==> config.mk <==
export PLATFORM = sky130hd
export DESIGN_NAME = keyed_slot_table_unit_flat
export DESIGN_NICKNAME = d
export VERILOG_FILES = /design/src/rtl/kst_pkg.sv /design/src/rtl/kst_in_if.sv /design/src/rtl/kst_out_if.sv /design/src/rtl/kst_mem.sv /design/src/rtl/kst_out_stage.sv /design/src/rtl/keyed_slot_table_unit.sv /design/src/flat_wrapper.sv
export VERILOG_INCLUDE_DIRS = /design/src /design/src/rtl
export SDC_FILE = /design/constraint.sdc
export NUM_CORES = 2
export LEC_CHECK = 0
export BUFFER_PORTS_ARGS = -buffer_cell sky130_fd_sc_hd__clkbuf_2
export CAP_MARGIN = 20
export CORE_AREA = 2 2 597 302
export CTS_BUF_LIST = sky130_fd_sc_hd__clkbuf_8
export DETAILED_ROUTE_END_ITERATION = 8
export DIE_AREA = 0 0 599 304
export PLACE_DENSITY = 0.69
export SLEW_MARGIN = 20
export SYNTH_ARGS = -nofsm -noshare
export SYNTH_HDL_FRONTEND = slang
export SYNTH_SLANG_ARGS = --single-unit
==> constraint.sdc <==
create_clock -name i_clk -period 12.1 [get_ports i_clk]
set_input_delay 1.815 -clock i_clk [delete_from_list [all_inputs] [get_ports i_clk]]
set_output_delay 1.815 -clock i_clk [all_outputs]
set_load 0.005 [all_outputs]
==> src/rtl/keyed_slot_table_unit_assert.svh <==
// ----------------------------------------------------------------------------
// keyed slot table assertion macros
// concurrent checks clocked by i_clk, held off while i_rst_n is low
// ----------------------------------------------------------------------------
`ifndef KEYED_SLOT_TABLE_UNIT_ASSERT_SVH
`define KEYED_SLOT_TABLE_UNIT_ASSERT_SVH

`ifndef SYNTHESIS

// property must hold at every clock edge out of reset
`define KST_ASSERT(lbl, prop) \
    lbl: assert property (@(posedge i_clk) disable iff (!i_rst_n) (prop)) \
        else $error("keyed slot table check failed");

// consequent must hold in the cycle after the antecedent
`define KST_ASSERT_NEXT(lbl, ante, cons) \
    lbl: assert property (@(posedge i_clk) disable iff (!i_rst_n) (ante) |=> (cons)) \
        else $error("keyed slot table check failed");

`else

`define KST_ASSERT(lbl, prop)
`define KST_ASSERT_NEXT(lbl, ante, cons)

`endif

`endif

==> src/rtl/kst_pkg.sv <==
// ----------------------------------------------------------------------------
// kst_pkg
// shared widths, codes and structs of the keyed slot table
// ----------------------------------------------------------------------------
package kst_pkg;

    localparam int DEF_SLOTS  = 32;
    localparam int MODE_W     = 2;
    localparam int KEY_W      = 32;
    localparam int SEQ_W      = 32;
    localparam int ID_W       = 6;
    localparam int SLOT_OUT_W = 5;
    localparam int CNT_OUT_W  = 6;
    localparam int STATUS_W   = 2;

    localparam logic [CNT_OUT_W-1:0] LIST_CAP = CNT_OUT_W'(32);

    typedef enum logic [MODE_W-1:0] {
        MODE_GET    = 2'd0,
        MODE_REMOVE = 2'd1,
        MODE_QUERY  = 2'd2,
        MODE_LIST   = 2'd3
    } t_mode;

    typedef enum logic [STATUS_W-1:0] {
        ST_OK       = 2'd0,
        ST_EXISTS   = 2'd1,
        ST_NOSPACE  = 2'd2,
        ST_NOTFOUND = 2'd3
    } t_status;

    typedef struct packed {
        t_status                 status;
        logic [SLOT_OUT_W-1:0]   slot_out;
        logic [SEQ_W-1:0]        seq;
        logic [KEY_W-1:0]        key_out;
        logic [CNT_OUT_W-1:0]    count;
        logic                    last;
    } t_result;

    typedef struct packed {
        logic               we;
        logic [ID_W-1:0]    addr;
        logic [KEY_W-1:0]   key;
        logic [SEQ_W-1:0]   seq;
    } t_mem_wr;

endpackage

==> src/rtl/kst_in_if.sv <==
// ----------------------------------------------------------------------------
// kst_in_if
// request channel: valid/ready handshake with the request fields
// ----------------------------------------------------------------------------
interface kst_in_if import kst_pkg::*; ();

    logic                   valid;
    logic                   ready;
    logic [MODE_W-1:0]      mode;
    logic [KEY_W-1:0]       key;
    logic                   create;
    logic                   exclusive;
    logic [ID_W-1:0]        slot_id;
    logic [CNT_OUT_W-1:0]   max_count;

    modport source (
        output valid, mode, key, create, exclusive, slot_id, max_count,
        input  ready
    );

    modport sink (
        input  valid, mode, key, create, exclusive, slot_id, max_count,
        output ready
    );

endinterface

==> src/rtl/kst_out_if.sv <==
// ----------------------------------------------------------------------------
// kst_out_if
// result channel: valid/ready handshake with the result fields
// ----------------------------------------------------------------------------
interface kst_out_if import kst_pkg::*; ();

    logic                   valid;
    logic                   ready;
    logic [STATUS_W-1:0]    status;
    logic [SLOT_OUT_W-1:0]  slot_out;
    logic [SEQ_W-1:0]       seq;
    logic [KEY_W-1:0]       key_out;
    logic [CNT_OUT_W-1:0]   count;
    logic                   last;

    modport source (
        output valid, status, slot_out, seq, key_out, count, last,
        input  ready
    );

    modport sink (
        input  valid, status, slot_out, seq, key_out, count, last,
        output ready
    );

endinterface

==> src/rtl/kst_mem.sv <==
// ----------------------------------------------------------------------------
// kst_mem
// key and sequence store, one write port, one registered read port
// ----------------------------------------------------------------------------
module kst_mem import kst_pkg::*; #(
    parameter  int SLOTS = DEF_SLOTS,
    localparam int IDX_W = $clog2(SLOTS)
) (
    input  logic                i_clk,
    input  t_mem_wr             i_wr,
    input  logic [IDX_W-1:0]    i_rd_addr,
    output logic [KEY_W-1:0]    o_rd_key,
    output logic [SEQ_W-1:0]    o_rd_seq
);

    logic [KEY_W-1:0] r_key_mem [SLOTS];
    logic [SEQ_W-1:0] r_seq_mem [SLOTS];
    logic [KEY_W-1:0] r_rd_key;
    logic [SEQ_W-1:0] r_rd_seq;

    always_ff @(posedge i_clk) begin
        if (i_wr.we) begin
            r_key_mem[i_wr.addr[IDX_W-1:0]] <= i_wr.key;
            r_seq_mem[i_wr.addr[IDX_W-1:0]] <= i_wr.seq;
        end
    end

    always_ff @(posedge i_clk) begin
        r_rd_key <= r_key_mem[i_rd_addr];
        r_rd_seq <= r_seq_mem[i_rd_addr];
    end

    assign o_rd_key = r_rd_key;
    assign o_rd_seq = r_rd_seq;

endmodule

==> src/rtl/kst_out_stage.sv <==
// ----------------------------------------------------------------------------
// kst_out_stage
// result register between the sequencer and the result channel
// ----------------------------------------------------------------------------
module kst_out_stage import kst_pkg::*; (
    input  logic        i_clk,
    input  logic        i_rst_n,
    input  logic        i_load,
    input  t_result     i_res,
    output logic        o_free,
    kst_out_if.source   o_out
);

    logic    r_valid;
    t_result r_res;

    always_ff @(posedge i_clk) begin
        if (!i_rst_n) begin
            r_valid <= 1'b0;
        end else if (i_load) begin
            r_valid <= 1'b1;
        end else if (o_out.ready) begin
            r_valid <= 1'b0;
        end
    end

    always_ff @(posedge i_clk) begin
        if (i_load) begin
            r_res <= i_res;
        end
    end

    assign o_free         = !r_valid || o_out.ready;
    assign o_out.valid    = r_valid;
    assign o_out.status   = r_res.status;
    assign o_out.slot_out = r_res.slot_out;
    assign o_out.seq      = r_res.seq;
    assign o_out.key_out  = r_res.key_out;
    assign o_out.count    = r_res.count;
    assign o_out.last     = r_res.last;

endmodule

==> src/rtl/keyed_slot_table_unit.sv <==
// ----------------------------------------------------------------------------
// keyed_slot_table_unit
// query and remove: key/seq memory read in S_RD, result built in S_EVAL, loaded from S_OUT
// get: S_RD and S_EVAL per slot walked below the high-water mark, S_OUT on a hit or miss
// list: S_RD and S_EVAL per slot walked, S_OUT per result taken; stalls hold the walk
// one item at a time; input ready only while the sequencer is idle
// reset (sync, active low) clears valid bits, mark and counters; key/seq memory is not cleared
// ----------------------------------------------------------------------------
`include "keyed_slot_table_unit_assert.svh"

module keyed_slot_table_unit import kst_pkg::*; #(
    parameter  int SLOTS = DEF_SLOTS,
    localparam int IDX_W = $clog2(SLOTS),
    localparam int CNT_W = $clog2(SLOTS + 1),
    localparam int CW    = (CNT_W > ID_W) ? CNT_W : ID_W
) (
    input  logic        i_clk,
    input  logic        i_rst_n,
    kst_in_if.sink      i_in,
    kst_out_if.source   o_out
);

    typedef enum logic [1:0] {
        S_IDLE,
        S_RD,
        S_EVAL,
        S_OUT
    } t_state;

    typedef enum logic [1:0] {
        ACT_NONE,
        ACT_CREATE,
        ACT_REMOVE
    } t_act;

    t_state                 r_state,    n_state;
    t_mode                  r_mode,     n_mode;
    logic [KEY_W-1:0]       r_key,      n_key;
    logic                   r_create,   n_create;
    logic                   r_excl,     n_excl;
    logic [ID_W-1:0]        r_sid,      n_sid;
    logic [CNT_OUT_W-1:0]   r_lim,      n_lim;
    logic [CNT_OUT_W-1:0]   r_cnt,      n_cnt;
    logic [CNT_W-1:0]       r_idx,      n_idx;
    logic [CNT_W-1:0]       r_cand,     n_cand;
    logic                   r_cand_set, n_cand_set;
    logic                   r_live,     n_live;
    logic [CNT_W-1:0]       r_hw,       n_hw;
    logic [CNT_W-1:0]       r_used,     n_used;
    logic [SEQ_W-1:0]       r_next_seq, n_next_seq;
    logic [SLOTS-1:0]       r_valid,    n_valid;
    t_result                r_res,      n_res;
    t_act                   r_act,      n_act;

    t_mem_wr                mem_wr;
    logic [KEY_W-1:0]       rd_key;
    logic [SEQ_W-1:0]       rd_seq;
    logic                   rd_valid;
    logic                   more;
    logic                   out_free;
    logic                   out_load;
    logic [CNT_OUT_W-1:0]   cnt_inc;

    kst_mem #(.SLOTS(SLOTS)) u_mem (
        .i_clk     (i_clk),
        .i_wr      (mem_wr),
        .i_rd_addr (r_idx[IDX_W-1:0]),
        .o_rd_key  (rd_key),
        .o_rd_seq  (rd_seq)
    );

    kst_out_stage u_out (
        .i_clk   (i_clk),
        .i_rst_n (i_rst_n),
        .i_load  (out_load),
        .i_res   (r_res),
        .o_free  (out_free),
        .o_out   (o_out)
    );

    assign i_in.ready = (r_state == S_IDLE);
    assign rd_valid   = r_valid[r_idx[IDX_W-1:0]];
    assign cnt_inc    = r_cnt + CNT_OUT_W'(1);

    // another live slot above the current one, for the last flag of a list run
    always_comb begin
        more = 1'b0;
        for (int j = 0; j < SLOTS; j++) begin
            if (r_valid[j] && (CNT_W'(j) > r_idx) && (CNT_W'(j) < r_hw)) begin
                more = 1'b1;
            end
        end
    end

    always_comb begin
        n_state    = r_state;
        n_mode     = r_mode;
        n_key      = r_key;
        n_create   = r_create;
        n_excl     = r_excl;
        n_sid      = r_sid;
        n_lim      = r_lim;
        n_cnt      = r_cnt;
        n_idx      = r_idx;
        n_cand     = r_cand;
        n_cand_set = r_cand_set;
        n_live     = r_live;
        n_hw       = r_hw;
        n_used     = r_used;
        n_next_seq = r_next_seq;
        n_valid    = r_valid;
        n_res      = r_res;
        n_act      = r_act;
        mem_wr     = '0;
        out_load   = 1'b0;

        case (r_state)
            S_IDLE: begin
                if (i_in.valid) begin
                    n_mode     = t_mode'(i_in.mode);
                    n_key      = i_in.key;
                    n_create   = i_in.create || (i_in.key == '0);
                    n_excl     = i_in.exclusive;
                    n_sid      = i_in.slot_id;
                    n_lim      = (i_in.max_count > LIST_CAP) ? LIST_CAP : i_in.max_count;
                    n_cnt      = '0;
                    n_cand     = r_hw;
                    n_cand_set = 1'b0;
                    n_act      = ACT_NONE;
                    n_live     = (CW'(i_in.slot_id) < CW'(r_hw))
                                 && r_valid[i_in.slot_id[IDX_W-1:0]];
                    case (t_mode'(i_in.mode))
                        MODE_GET: begin
                            // private key skips the walk and creates at the mark
                            n_idx = (i_in.key == '0) ? r_hw : '0;
                        end
                        MODE_REMOVE, MODE_QUERY: begin
                            n_idx = CNT_W'(i_in.slot_id);
                        end
                        default: begin
                            n_idx = '0;
                        end
                    endcase
                    n_state = S_RD;
                end
            end

            S_RD: begin
                case (r_mode)
                    MODE_GET: begin
                        if (r_idx >= r_hw) begin
                            n_res       = '0;
                            n_res.last  = 1'b1;
                            n_state     = S_OUT;
                            if (!r_create) begin
                                n_res.status = ST_NOTFOUND;
                            end else if (r_cand >= CNT_W'(SLOTS)) begin
                                n_res.status = ST_NOSPACE;
                            end else begin
                                n_res.status   = ST_OK;
                                n_res.slot_out = SLOT_OUT_W'(r_cand);
                                n_res.seq      = r_next_seq;
                                n_res.key_out  = r_key;
                                n_act          = ACT_CREATE;
                            end
                        end else begin
                            n_state = S_EVAL;
                        end
                    end
                    MODE_LIST: begin
                        // empty end result only taken with nothing listed yet
                        if ((r_idx >= r_hw) || (r_cnt >= r_lim)) begin
                            n_res        = '0;
                            n_res.status = ST_OK;
                            n_res.last   = 1'b1;
                            n_state      = S_OUT;
                        end else begin
                            n_state = S_EVAL;
                        end
                    end
                    default: begin
                        n_state = S_EVAL;
                    end
                endcase
            end

            S_EVAL: begin
                case (r_mode)
                    MODE_GET: begin
                        if (rd_valid && (rd_key == r_key)) begin
                            n_res.status   = (r_create && r_excl) ? ST_EXISTS : ST_OK;
                            n_res.slot_out = SLOT_OUT_W'(r_idx);
                            n_res.seq      = rd_seq;
                            n_res.key_out  = rd_key;
                            n_res.count    = '0;
                            n_res.last     = 1'b1;
                            n_state        = S_OUT;
                        end else begin
                            if (!rd_valid && !r_cand_set) begin
                                n_cand     = r_idx;
                                n_cand_set = 1'b1;
                            end
                            n_idx   = r_idx + CNT_W'(1);
                            n_state = S_RD;
                        end
                    end
                    MODE_LIST: begin
                        if (rd_valid) begin
                            n_res.status   = ST_OK;
                            n_res.slot_out = SLOT_OUT_W'(r_idx);
                            n_res.seq      = rd_seq;
                            n_res.key_out  = rd_key;
                            n_res.count    = cnt_inc;
                            n_res.last     = !more || (cnt_inc >= r_lim);
                            n_cnt          = cnt_inc;
                            n_state        = S_OUT;
                        end else begin
                            n_idx   = r_idx + CNT_W'(1);
                            n_state = S_RD;
                        end
                    end
                    default: begin
                        n_res.slot_out = SLOT_OUT_W'(r_sid);
                        n_res.count    = '0;
                        n_res.last     = 1'b1;
                        if (r_live) begin
                            n_res.status  = ST_OK;
                            n_res.seq     = rd_seq;
                            n_res.key_out = rd_key;
                            n_act         = (r_mode == MODE_REMOVE) ? ACT_REMOVE : ACT_NONE;
                        end else begin
                            n_res.status  = ST_NOTFOUND;
                            n_res.seq     = '0;
                            n_res.key_out = '0;
                        end
                        n_state = S_OUT;
                    end
                endcase
            end

            S_OUT: begin
                if (out_free) begin
                    out_load = 1'b1;
                    case (r_act)
                        ACT_CREATE: begin
                            mem_wr.we   = 1'b1;
                            mem_wr.addr = ID_W'(r_cand);
                            mem_wr.key  = r_key;
                            mem_wr.seq  = r_next_seq;
                            n_valid[r_cand[IDX_W-1:0]] = 1'b1;
                            n_next_seq = r_next_seq + SEQ_W'(1);
                            n_used     = r_used + CNT_W'(1);
                            if (r_cand == r_hw) begin
                                n_hw = r_hw + CNT_W'(1);
                            end
                        end
                        ACT_REMOVE: begin
                            n_valid[r_idx[IDX_W-1:0]] = 1'b0;
                            n_used = r_used - CNT_W'(1);
                        end
                        default: begin
                        end
                    endcase
                    n_act = ACT_NONE;
                    if (r_res.last) begin
                        n_state = S_IDLE;
                    end else begin
                        n_idx   = r_idx + CNT_W'(1);
                        n_state = S_RD;
                    end
                end
            end

            default: begin
                n_state = S_IDLE;
            end
        endcase
    end

    always_ff @(posedge i_clk) begin
        if (!i_rst_n) begin
            r_state    <= S_IDLE;
            r_act      <= ACT_NONE;
            r_hw       <= '0;
            r_used     <= '0;
            r_next_seq <= '0;
            r_valid    <= '0;
        end else begin
            r_state    <= n_state;
            r_act      <= n_act;
            r_hw       <= n_hw;
            r_used     <= n_used;
            r_next_seq <= n_next_seq;
            r_valid    <= n_valid;
        end
        r_mode     <= n_mode;
        r_key      <= n_key;
        r_create   <= n_create;
        r_excl     <= n_excl;
        r_sid      <= n_sid;
        r_lim      <= n_lim;
        r_cnt      <= n_cnt;
        r_idx      <= n_idx;
        r_cand     <= n_cand;
        r_cand_set <= n_cand_set;
        r_live     <= n_live;
        r_res      <= n_res;
    end

    `KST_ASSERT(a_used_within_mark, r_used <= r_hw)
    `KST_ASSERT(a_mark_within_slots, r_hw <= CNT_W'(SLOTS))
    `KST_ASSERT_NEXT(a_seq_step, out_load && (r_act == ACT_CREATE), r_next_seq == $past(r_next_seq) + SEQ_W'(1))
    `KST_ASSERT(a_list_within_limit, ((r_state == S_OUT) && (r_mode == MODE_LIST)) |-> (r_res.count <= r_lim))

endmodule
==> src/flat_wrapper.sv <==
// flat-port wrapper written by rule: the top's interface ports become plain ports
module keyed_slot_table_unit_flat import kst_pkg::*;
#(
    parameter  int SLOTS = DEF_SLOTS,
    localparam int IDX_W = $clog2(SLOTS),
    localparam int CNT_W = $clog2(SLOTS + 1),
    localparam int CW    = (CNT_W > ID_W) ? CNT_W : ID_W
)
  (i_clk, i_rst_n, i_in_valid, i_in_mode, i_in_key, i_in_create, i_in_exclusive, i_in_slot_id, i_in_max_count, i_in_ready, o_out_valid, o_out_status, o_out_slot_out, o_out_seq, o_out_key_out, o_out_count, o_out_last, o_out_ready);
  kst_in_if i_in_i ();
  kst_out_if o_out_i ();
  input  logic i_clk;
  input  logic i_rst_n;
  input wire logic [$bits(i_in_i.valid)-1:0] i_in_valid;
  input wire logic [$bits(i_in_i.mode)-1:0] i_in_mode;
  input wire logic [$bits(i_in_i.key)-1:0] i_in_key;
  input wire logic [$bits(i_in_i.create)-1:0] i_in_create;
  input wire logic [$bits(i_in_i.exclusive)-1:0] i_in_exclusive;
  input wire logic [$bits(i_in_i.slot_id)-1:0] i_in_slot_id;
  input wire logic [$bits(i_in_i.max_count)-1:0] i_in_max_count;
  output wire logic [$bits(i_in_i.ready)-1:0] i_in_ready;
  output wire logic [$bits(o_out_i.valid)-1:0] o_out_valid;
  output wire logic [$bits(o_out_i.status)-1:0] o_out_status;
  output wire logic [$bits(o_out_i.slot_out)-1:0] o_out_slot_out;
  output wire logic [$bits(o_out_i.seq)-1:0] o_out_seq;
  output wire logic [$bits(o_out_i.key_out)-1:0] o_out_key_out;
  output wire logic [$bits(o_out_i.count)-1:0] o_out_count;
  output wire logic [$bits(o_out_i.last)-1:0] o_out_last;
  input wire logic [$bits(o_out_i.ready)-1:0] o_out_ready;
  assign i_in_i.valid = i_in_valid;
  assign i_in_i.mode = i_in_mode;
  assign i_in_i.key = i_in_key;
  assign i_in_i.create = i_in_create;
  assign i_in_i.exclusive = i_in_exclusive;
  assign i_in_i.slot_id = i_in_slot_id;
  assign i_in_i.max_count = i_in_max_count;
  assign i_in_ready = i_in_i.ready;
  assign o_out_valid = o_out_i.valid;
  assign o_out_status = o_out_i.status;
  assign o_out_slot_out = o_out_i.slot_out;
  assign o_out_seq = o_out_i.seq;
  assign o_out_key_out = o_out_i.key_out;
  assign o_out_count = o_out_i.count;
  assign o_out_last = o_out_i.last;
  assign o_out_i.ready = o_out_ready;
  keyed_slot_table_unit #(.SLOTS(SLOTS)) u_core (.i_clk(i_clk), .i_rst_n(i_rst_n), .i_in(i_in_i), .o_out(o_out_i));
endmodule
==> flow_summary.json <==
{
  "outcome": "completed",
  "synth-edff-count": 2271,
  "h-tree-depth": 5,
  "synth_cell_types": 62,
  "crit_buf_inv": 4,
  "syn-num-nets": 4571,
  "slew_viol_final": 0,
  "syn_area_um2": 93500,
  "r2r-start": "u_core.r_state[1]",
  "fin_crit_ns": 5.71,
  "hold_class": "reg2reg",
  "r2r_cells": 7,
  "vdd_drop_max_mv": 0.132,
  "slowest_delay_ns": 0.85,
  "insertion_delay_ns": 0.96,
  "synth_cells": 4476,
  "first_pass_iters": 7,
  "port_buffers": 131,
  "avgViaCountPerCell": 6.51,
  "clk_pin_slew_ns": 0.07,
  "area_delta_synth_final_pct": 10.8,
  "synth-seq-cells": 2410,
  "setup_viol": 0,
  "max_freq_ghz": 0.175,
  "worstMarginPinSlew_ns": 1.12,
  "ys_top_cells_by_count": "edfxtp_1, mux4_2, nand2_1, clkbuf_1, dfxtp_1",
  "cts_buffers": 332,
  "dieWidth_um": 599,
  "cts_buffer_depth": 4,
  "drive_above_1_share_pct": 27.3,
  "slew_headroom_pct": 25.0,
  "drv_cap": 0,
  "route.met3.wl_um": 38500,
  "yosysSeqAreaShare_pct": 75.9,
  "synth_top_area_share_pct": 72.9,
  "routedWlPerCell_um": 34.0,
  "antenna_found_initial": 17,
  "cts_sinks": 2410,
  "routed_wl_um": 255000,
  "crit_required_ns": 12.65,
  "die_height_um": 304,
  "endpoint_kind": "flip-flop",
  "core_um2": 178000,
  "rsz0062_at_grt": "false",
  "synth_warnings": 0,
  "place.gp.congestion": 0.932,
  "postLayoutCellArea_um2": 104000,
  "dr_wl_met2_um": 104000,
  "postCtsSetupRepairBufs": 0,
  "synth_top_flop_cell": "edfxtp_1",
  "nets": 4919,
  "drc": 0,
  "hp-start": "u_core.r_res[71]",
  "fp-row-count": 110,
  "r2r_end": "u_core.u_mem.r_key_mem[13][9]",
  "fin_crit_sh_pct": 47.2,
  "cts_tree": "built",
  "antenna_left": 0,
  "start_util_pct": 52.6,
  "power.density_nw_per_um2": 177,
  "worstSetupPathType": "in2reg",
  "cp_cell_sequence": "clkbuf_2 -> nand2b_1 -> and3_4 -> buf_4 -> nand2_1 -> nor2_4 -> buf_4 -> buf_4",
  "placed_cells": 6898,
  "cts_resized": 0,
  "worstHoldEndpoint": "u_core.u_out.o_out.slot_out[0]",
  "path_common_cell": "buf_4",
  "p_leak_nw": 32.3,
  "grt-ovfl-total": 0,
  "hold_viol": 0,
  "synth_top_area_cell": "edfxtp_1",
  "first_iter_violations": 8188,
  "critPathTopFamily": "simple AND/OR/NAND/NOR gates",
  "finalSetupTns_ns": 0,
  "arrival_ns": 6.27,
  "root_buffer": "clkbuf_8",
  "dpl_cell_area_um2": 97500,
  "r2r_slack_ns": 6.69,
  "instances_no_fill": 7500,
  "grt_pass1_wl_um": 359000,
  "grt_use_total_pct": 28.1,
  "io_pins": 132,
  "routed-via-count": 48832,
  "skew_ns": 0.0761,
  "top_signal_layer_used": "met5",
  "dieArea_um2": 182000,
  "whs_path_depth": 0,
  "cts_hold_buffers": 0,
  "avgSynthCellArea_um2": 20.9,
  "synth_most_common_cell": "edfxtp_1",
  "dp.final_hpwl_um": 149000,
  "synthArstFlopShare_pct": 0,
  "critPathLaunchType": "primary input",
  "first_global_vias": 46837,
  "grt_max_degree": 108,
  "wirelength_met1_um": 107000,
  "path_max_fanout": 45,
  "synth.area.top_cells": "edfxtp_1, mux4_2, dfxtp_1, mux2i_1, nand2_1",
  "slowest_stage": "nor2_4",
  "fillCellCount": 12843
}
-- report_power, final --
part	switching (mW)	internal (mW)	leakage [nW]
clock	3.08	2.84	3.57
combinational	1.82	1.10	7.74
sequential	0.234	9.30	21.0
total	5.13	13.2	32.3
-- sequential cells by signal (all words and copies together) (netlist names), 5 cells and up --
name,flops
u_core.u_out.o_out.key_out,32
u_core.u_out.o_out.seq,32
u_core.u_out.o_out.count,6
u_core.r_cnt,6
u_core.r_key,32
u_core.r_next_seq,32
u_core.u_mem.r_seq_mem,1024
u_core.u_out.o_out.slot_out,5
u_core.r_valid,32
u_core.r_res,78
u_core.r_cand,6
u_core.r_lim,6
u_core.r_idx,6
u_core.u_mem.o_rd_key,32
u_core.r_sid,5
u_core.r_hw,6
u_core.u_mem.r_key_mem,1024
u_core.u_mem.o_rd_seq,32
-- per-stage QoR --
step	hold slack [ns]	util, %	setup WS (ns)	power [mW]
global placement	0.402	54.8	5.69	12.6
detailed placement	0.405	54.8	5.54	12.6
finish	0.388	58.2	6.39	18.4
global route	0.403	58.2	6.38	19.0
CTS	0.394	58.2	6.55	18.4
floorplan	0.400	-	3.03	11.6
-- area by class of cell --
type,count,area (um^2),area share [%]
flip-flops and latches,2410,71000,68.5
well taps,2408,3010,2.91
clock buffers,360,4950,4.78
inverters,40,158,0.152
multi-input cells,1778,21600,20.9
repair buffers,262,1730,1.67
diodes,3,7.51,0.00725
clock inverters,239,1120,1.08
-- metal layers --
metal | track usage [%] | vias up
li1 | - | 19155
met1 | 45.1 | 25669
met2 | 36.4 | 3627
met3 | 9.65 | 377
met4 | 7.25 | 4
met5 | 0 | -
-- how the worst max path moves through the flow --
stage                     from                        endpoint  cells past startpoint
6_report           o_out_ready   u_core.u_mem.r_key_mem[13][9]                      8
3_3_place_gp       o_out_ready   u_core.u_mem.r_key_mem[12][6]                      8
4_1_cts            o_out_ready  u_core.u_mem.r_seq_mem[12][15]                      8
5_1_grt            o_out_ready   u_core.u_mem.r_seq_mem[12][0]                      8
3_5_place_dp       o_out_ready   u_core.u_mem.r_key_mem[12][9]                      8
2_1_floorplan  u_core.r_idx[0]                 u_core.r_res[0]                     13
-- cell families after synthesis --
family,count (synthesis),synth area share [%]
multiplexers,720,15.7
buffers and inverters,288,1.31
adder cells (fa/ha/maj),43,0.576
flip-flops,2410,75.9
AO/OA/AOI/OAI,350,2.59
AND/OR/NAND/NOR,586,3.18
XOR/XNOR,79,0.740
-- cell usage in the layout, fill, tap and decap left out, types with 11 or more instances in the layout --
cell type / synthesis / routed
clkinv_2: 0 / 33
mux4_2: 593 / 593
and3_1: 20 / 19
xnor2_1: 29 / 29
nor2_1: 63 / 30
nand4_1: 15 / 15
xor2_1: 50 / 50
o22ai_1: 26 / 26
a31oi_1: 14 / 14
mux2_2: 25 / 25
a21oi_1: 37 / 37
nor2b_1: 40 / 40
ha_1: 43 / 43
and2_2: 0 / 33
edfxtp_1: 2271 / 2271
a21boi_0: 30 / 30
mux2i_1: 102 / 102
buf_4: 16 / 124
clkbuf_2: 0 / 131
clkinv_1: 1 / 63
nand3_1: 27 / 27
clkbuf_8: 0 / 360
inv_1: 38 / 159
a22o_1: 65 / 65
or2_2: 16 / 16
dfxtp_1: 139 / 139
and2_1: 108 / 74
nor3_1: 17 / 16
nand2b_1: 11 / 11
o21ai_0: 84 / 84
nor2_4: 0 / 33
a211oi_1: 19 / 19
nand2_1: 212 / 212
nor4_1: 20 / 19
Note: power is estimated with default switching activity, not from simulation.
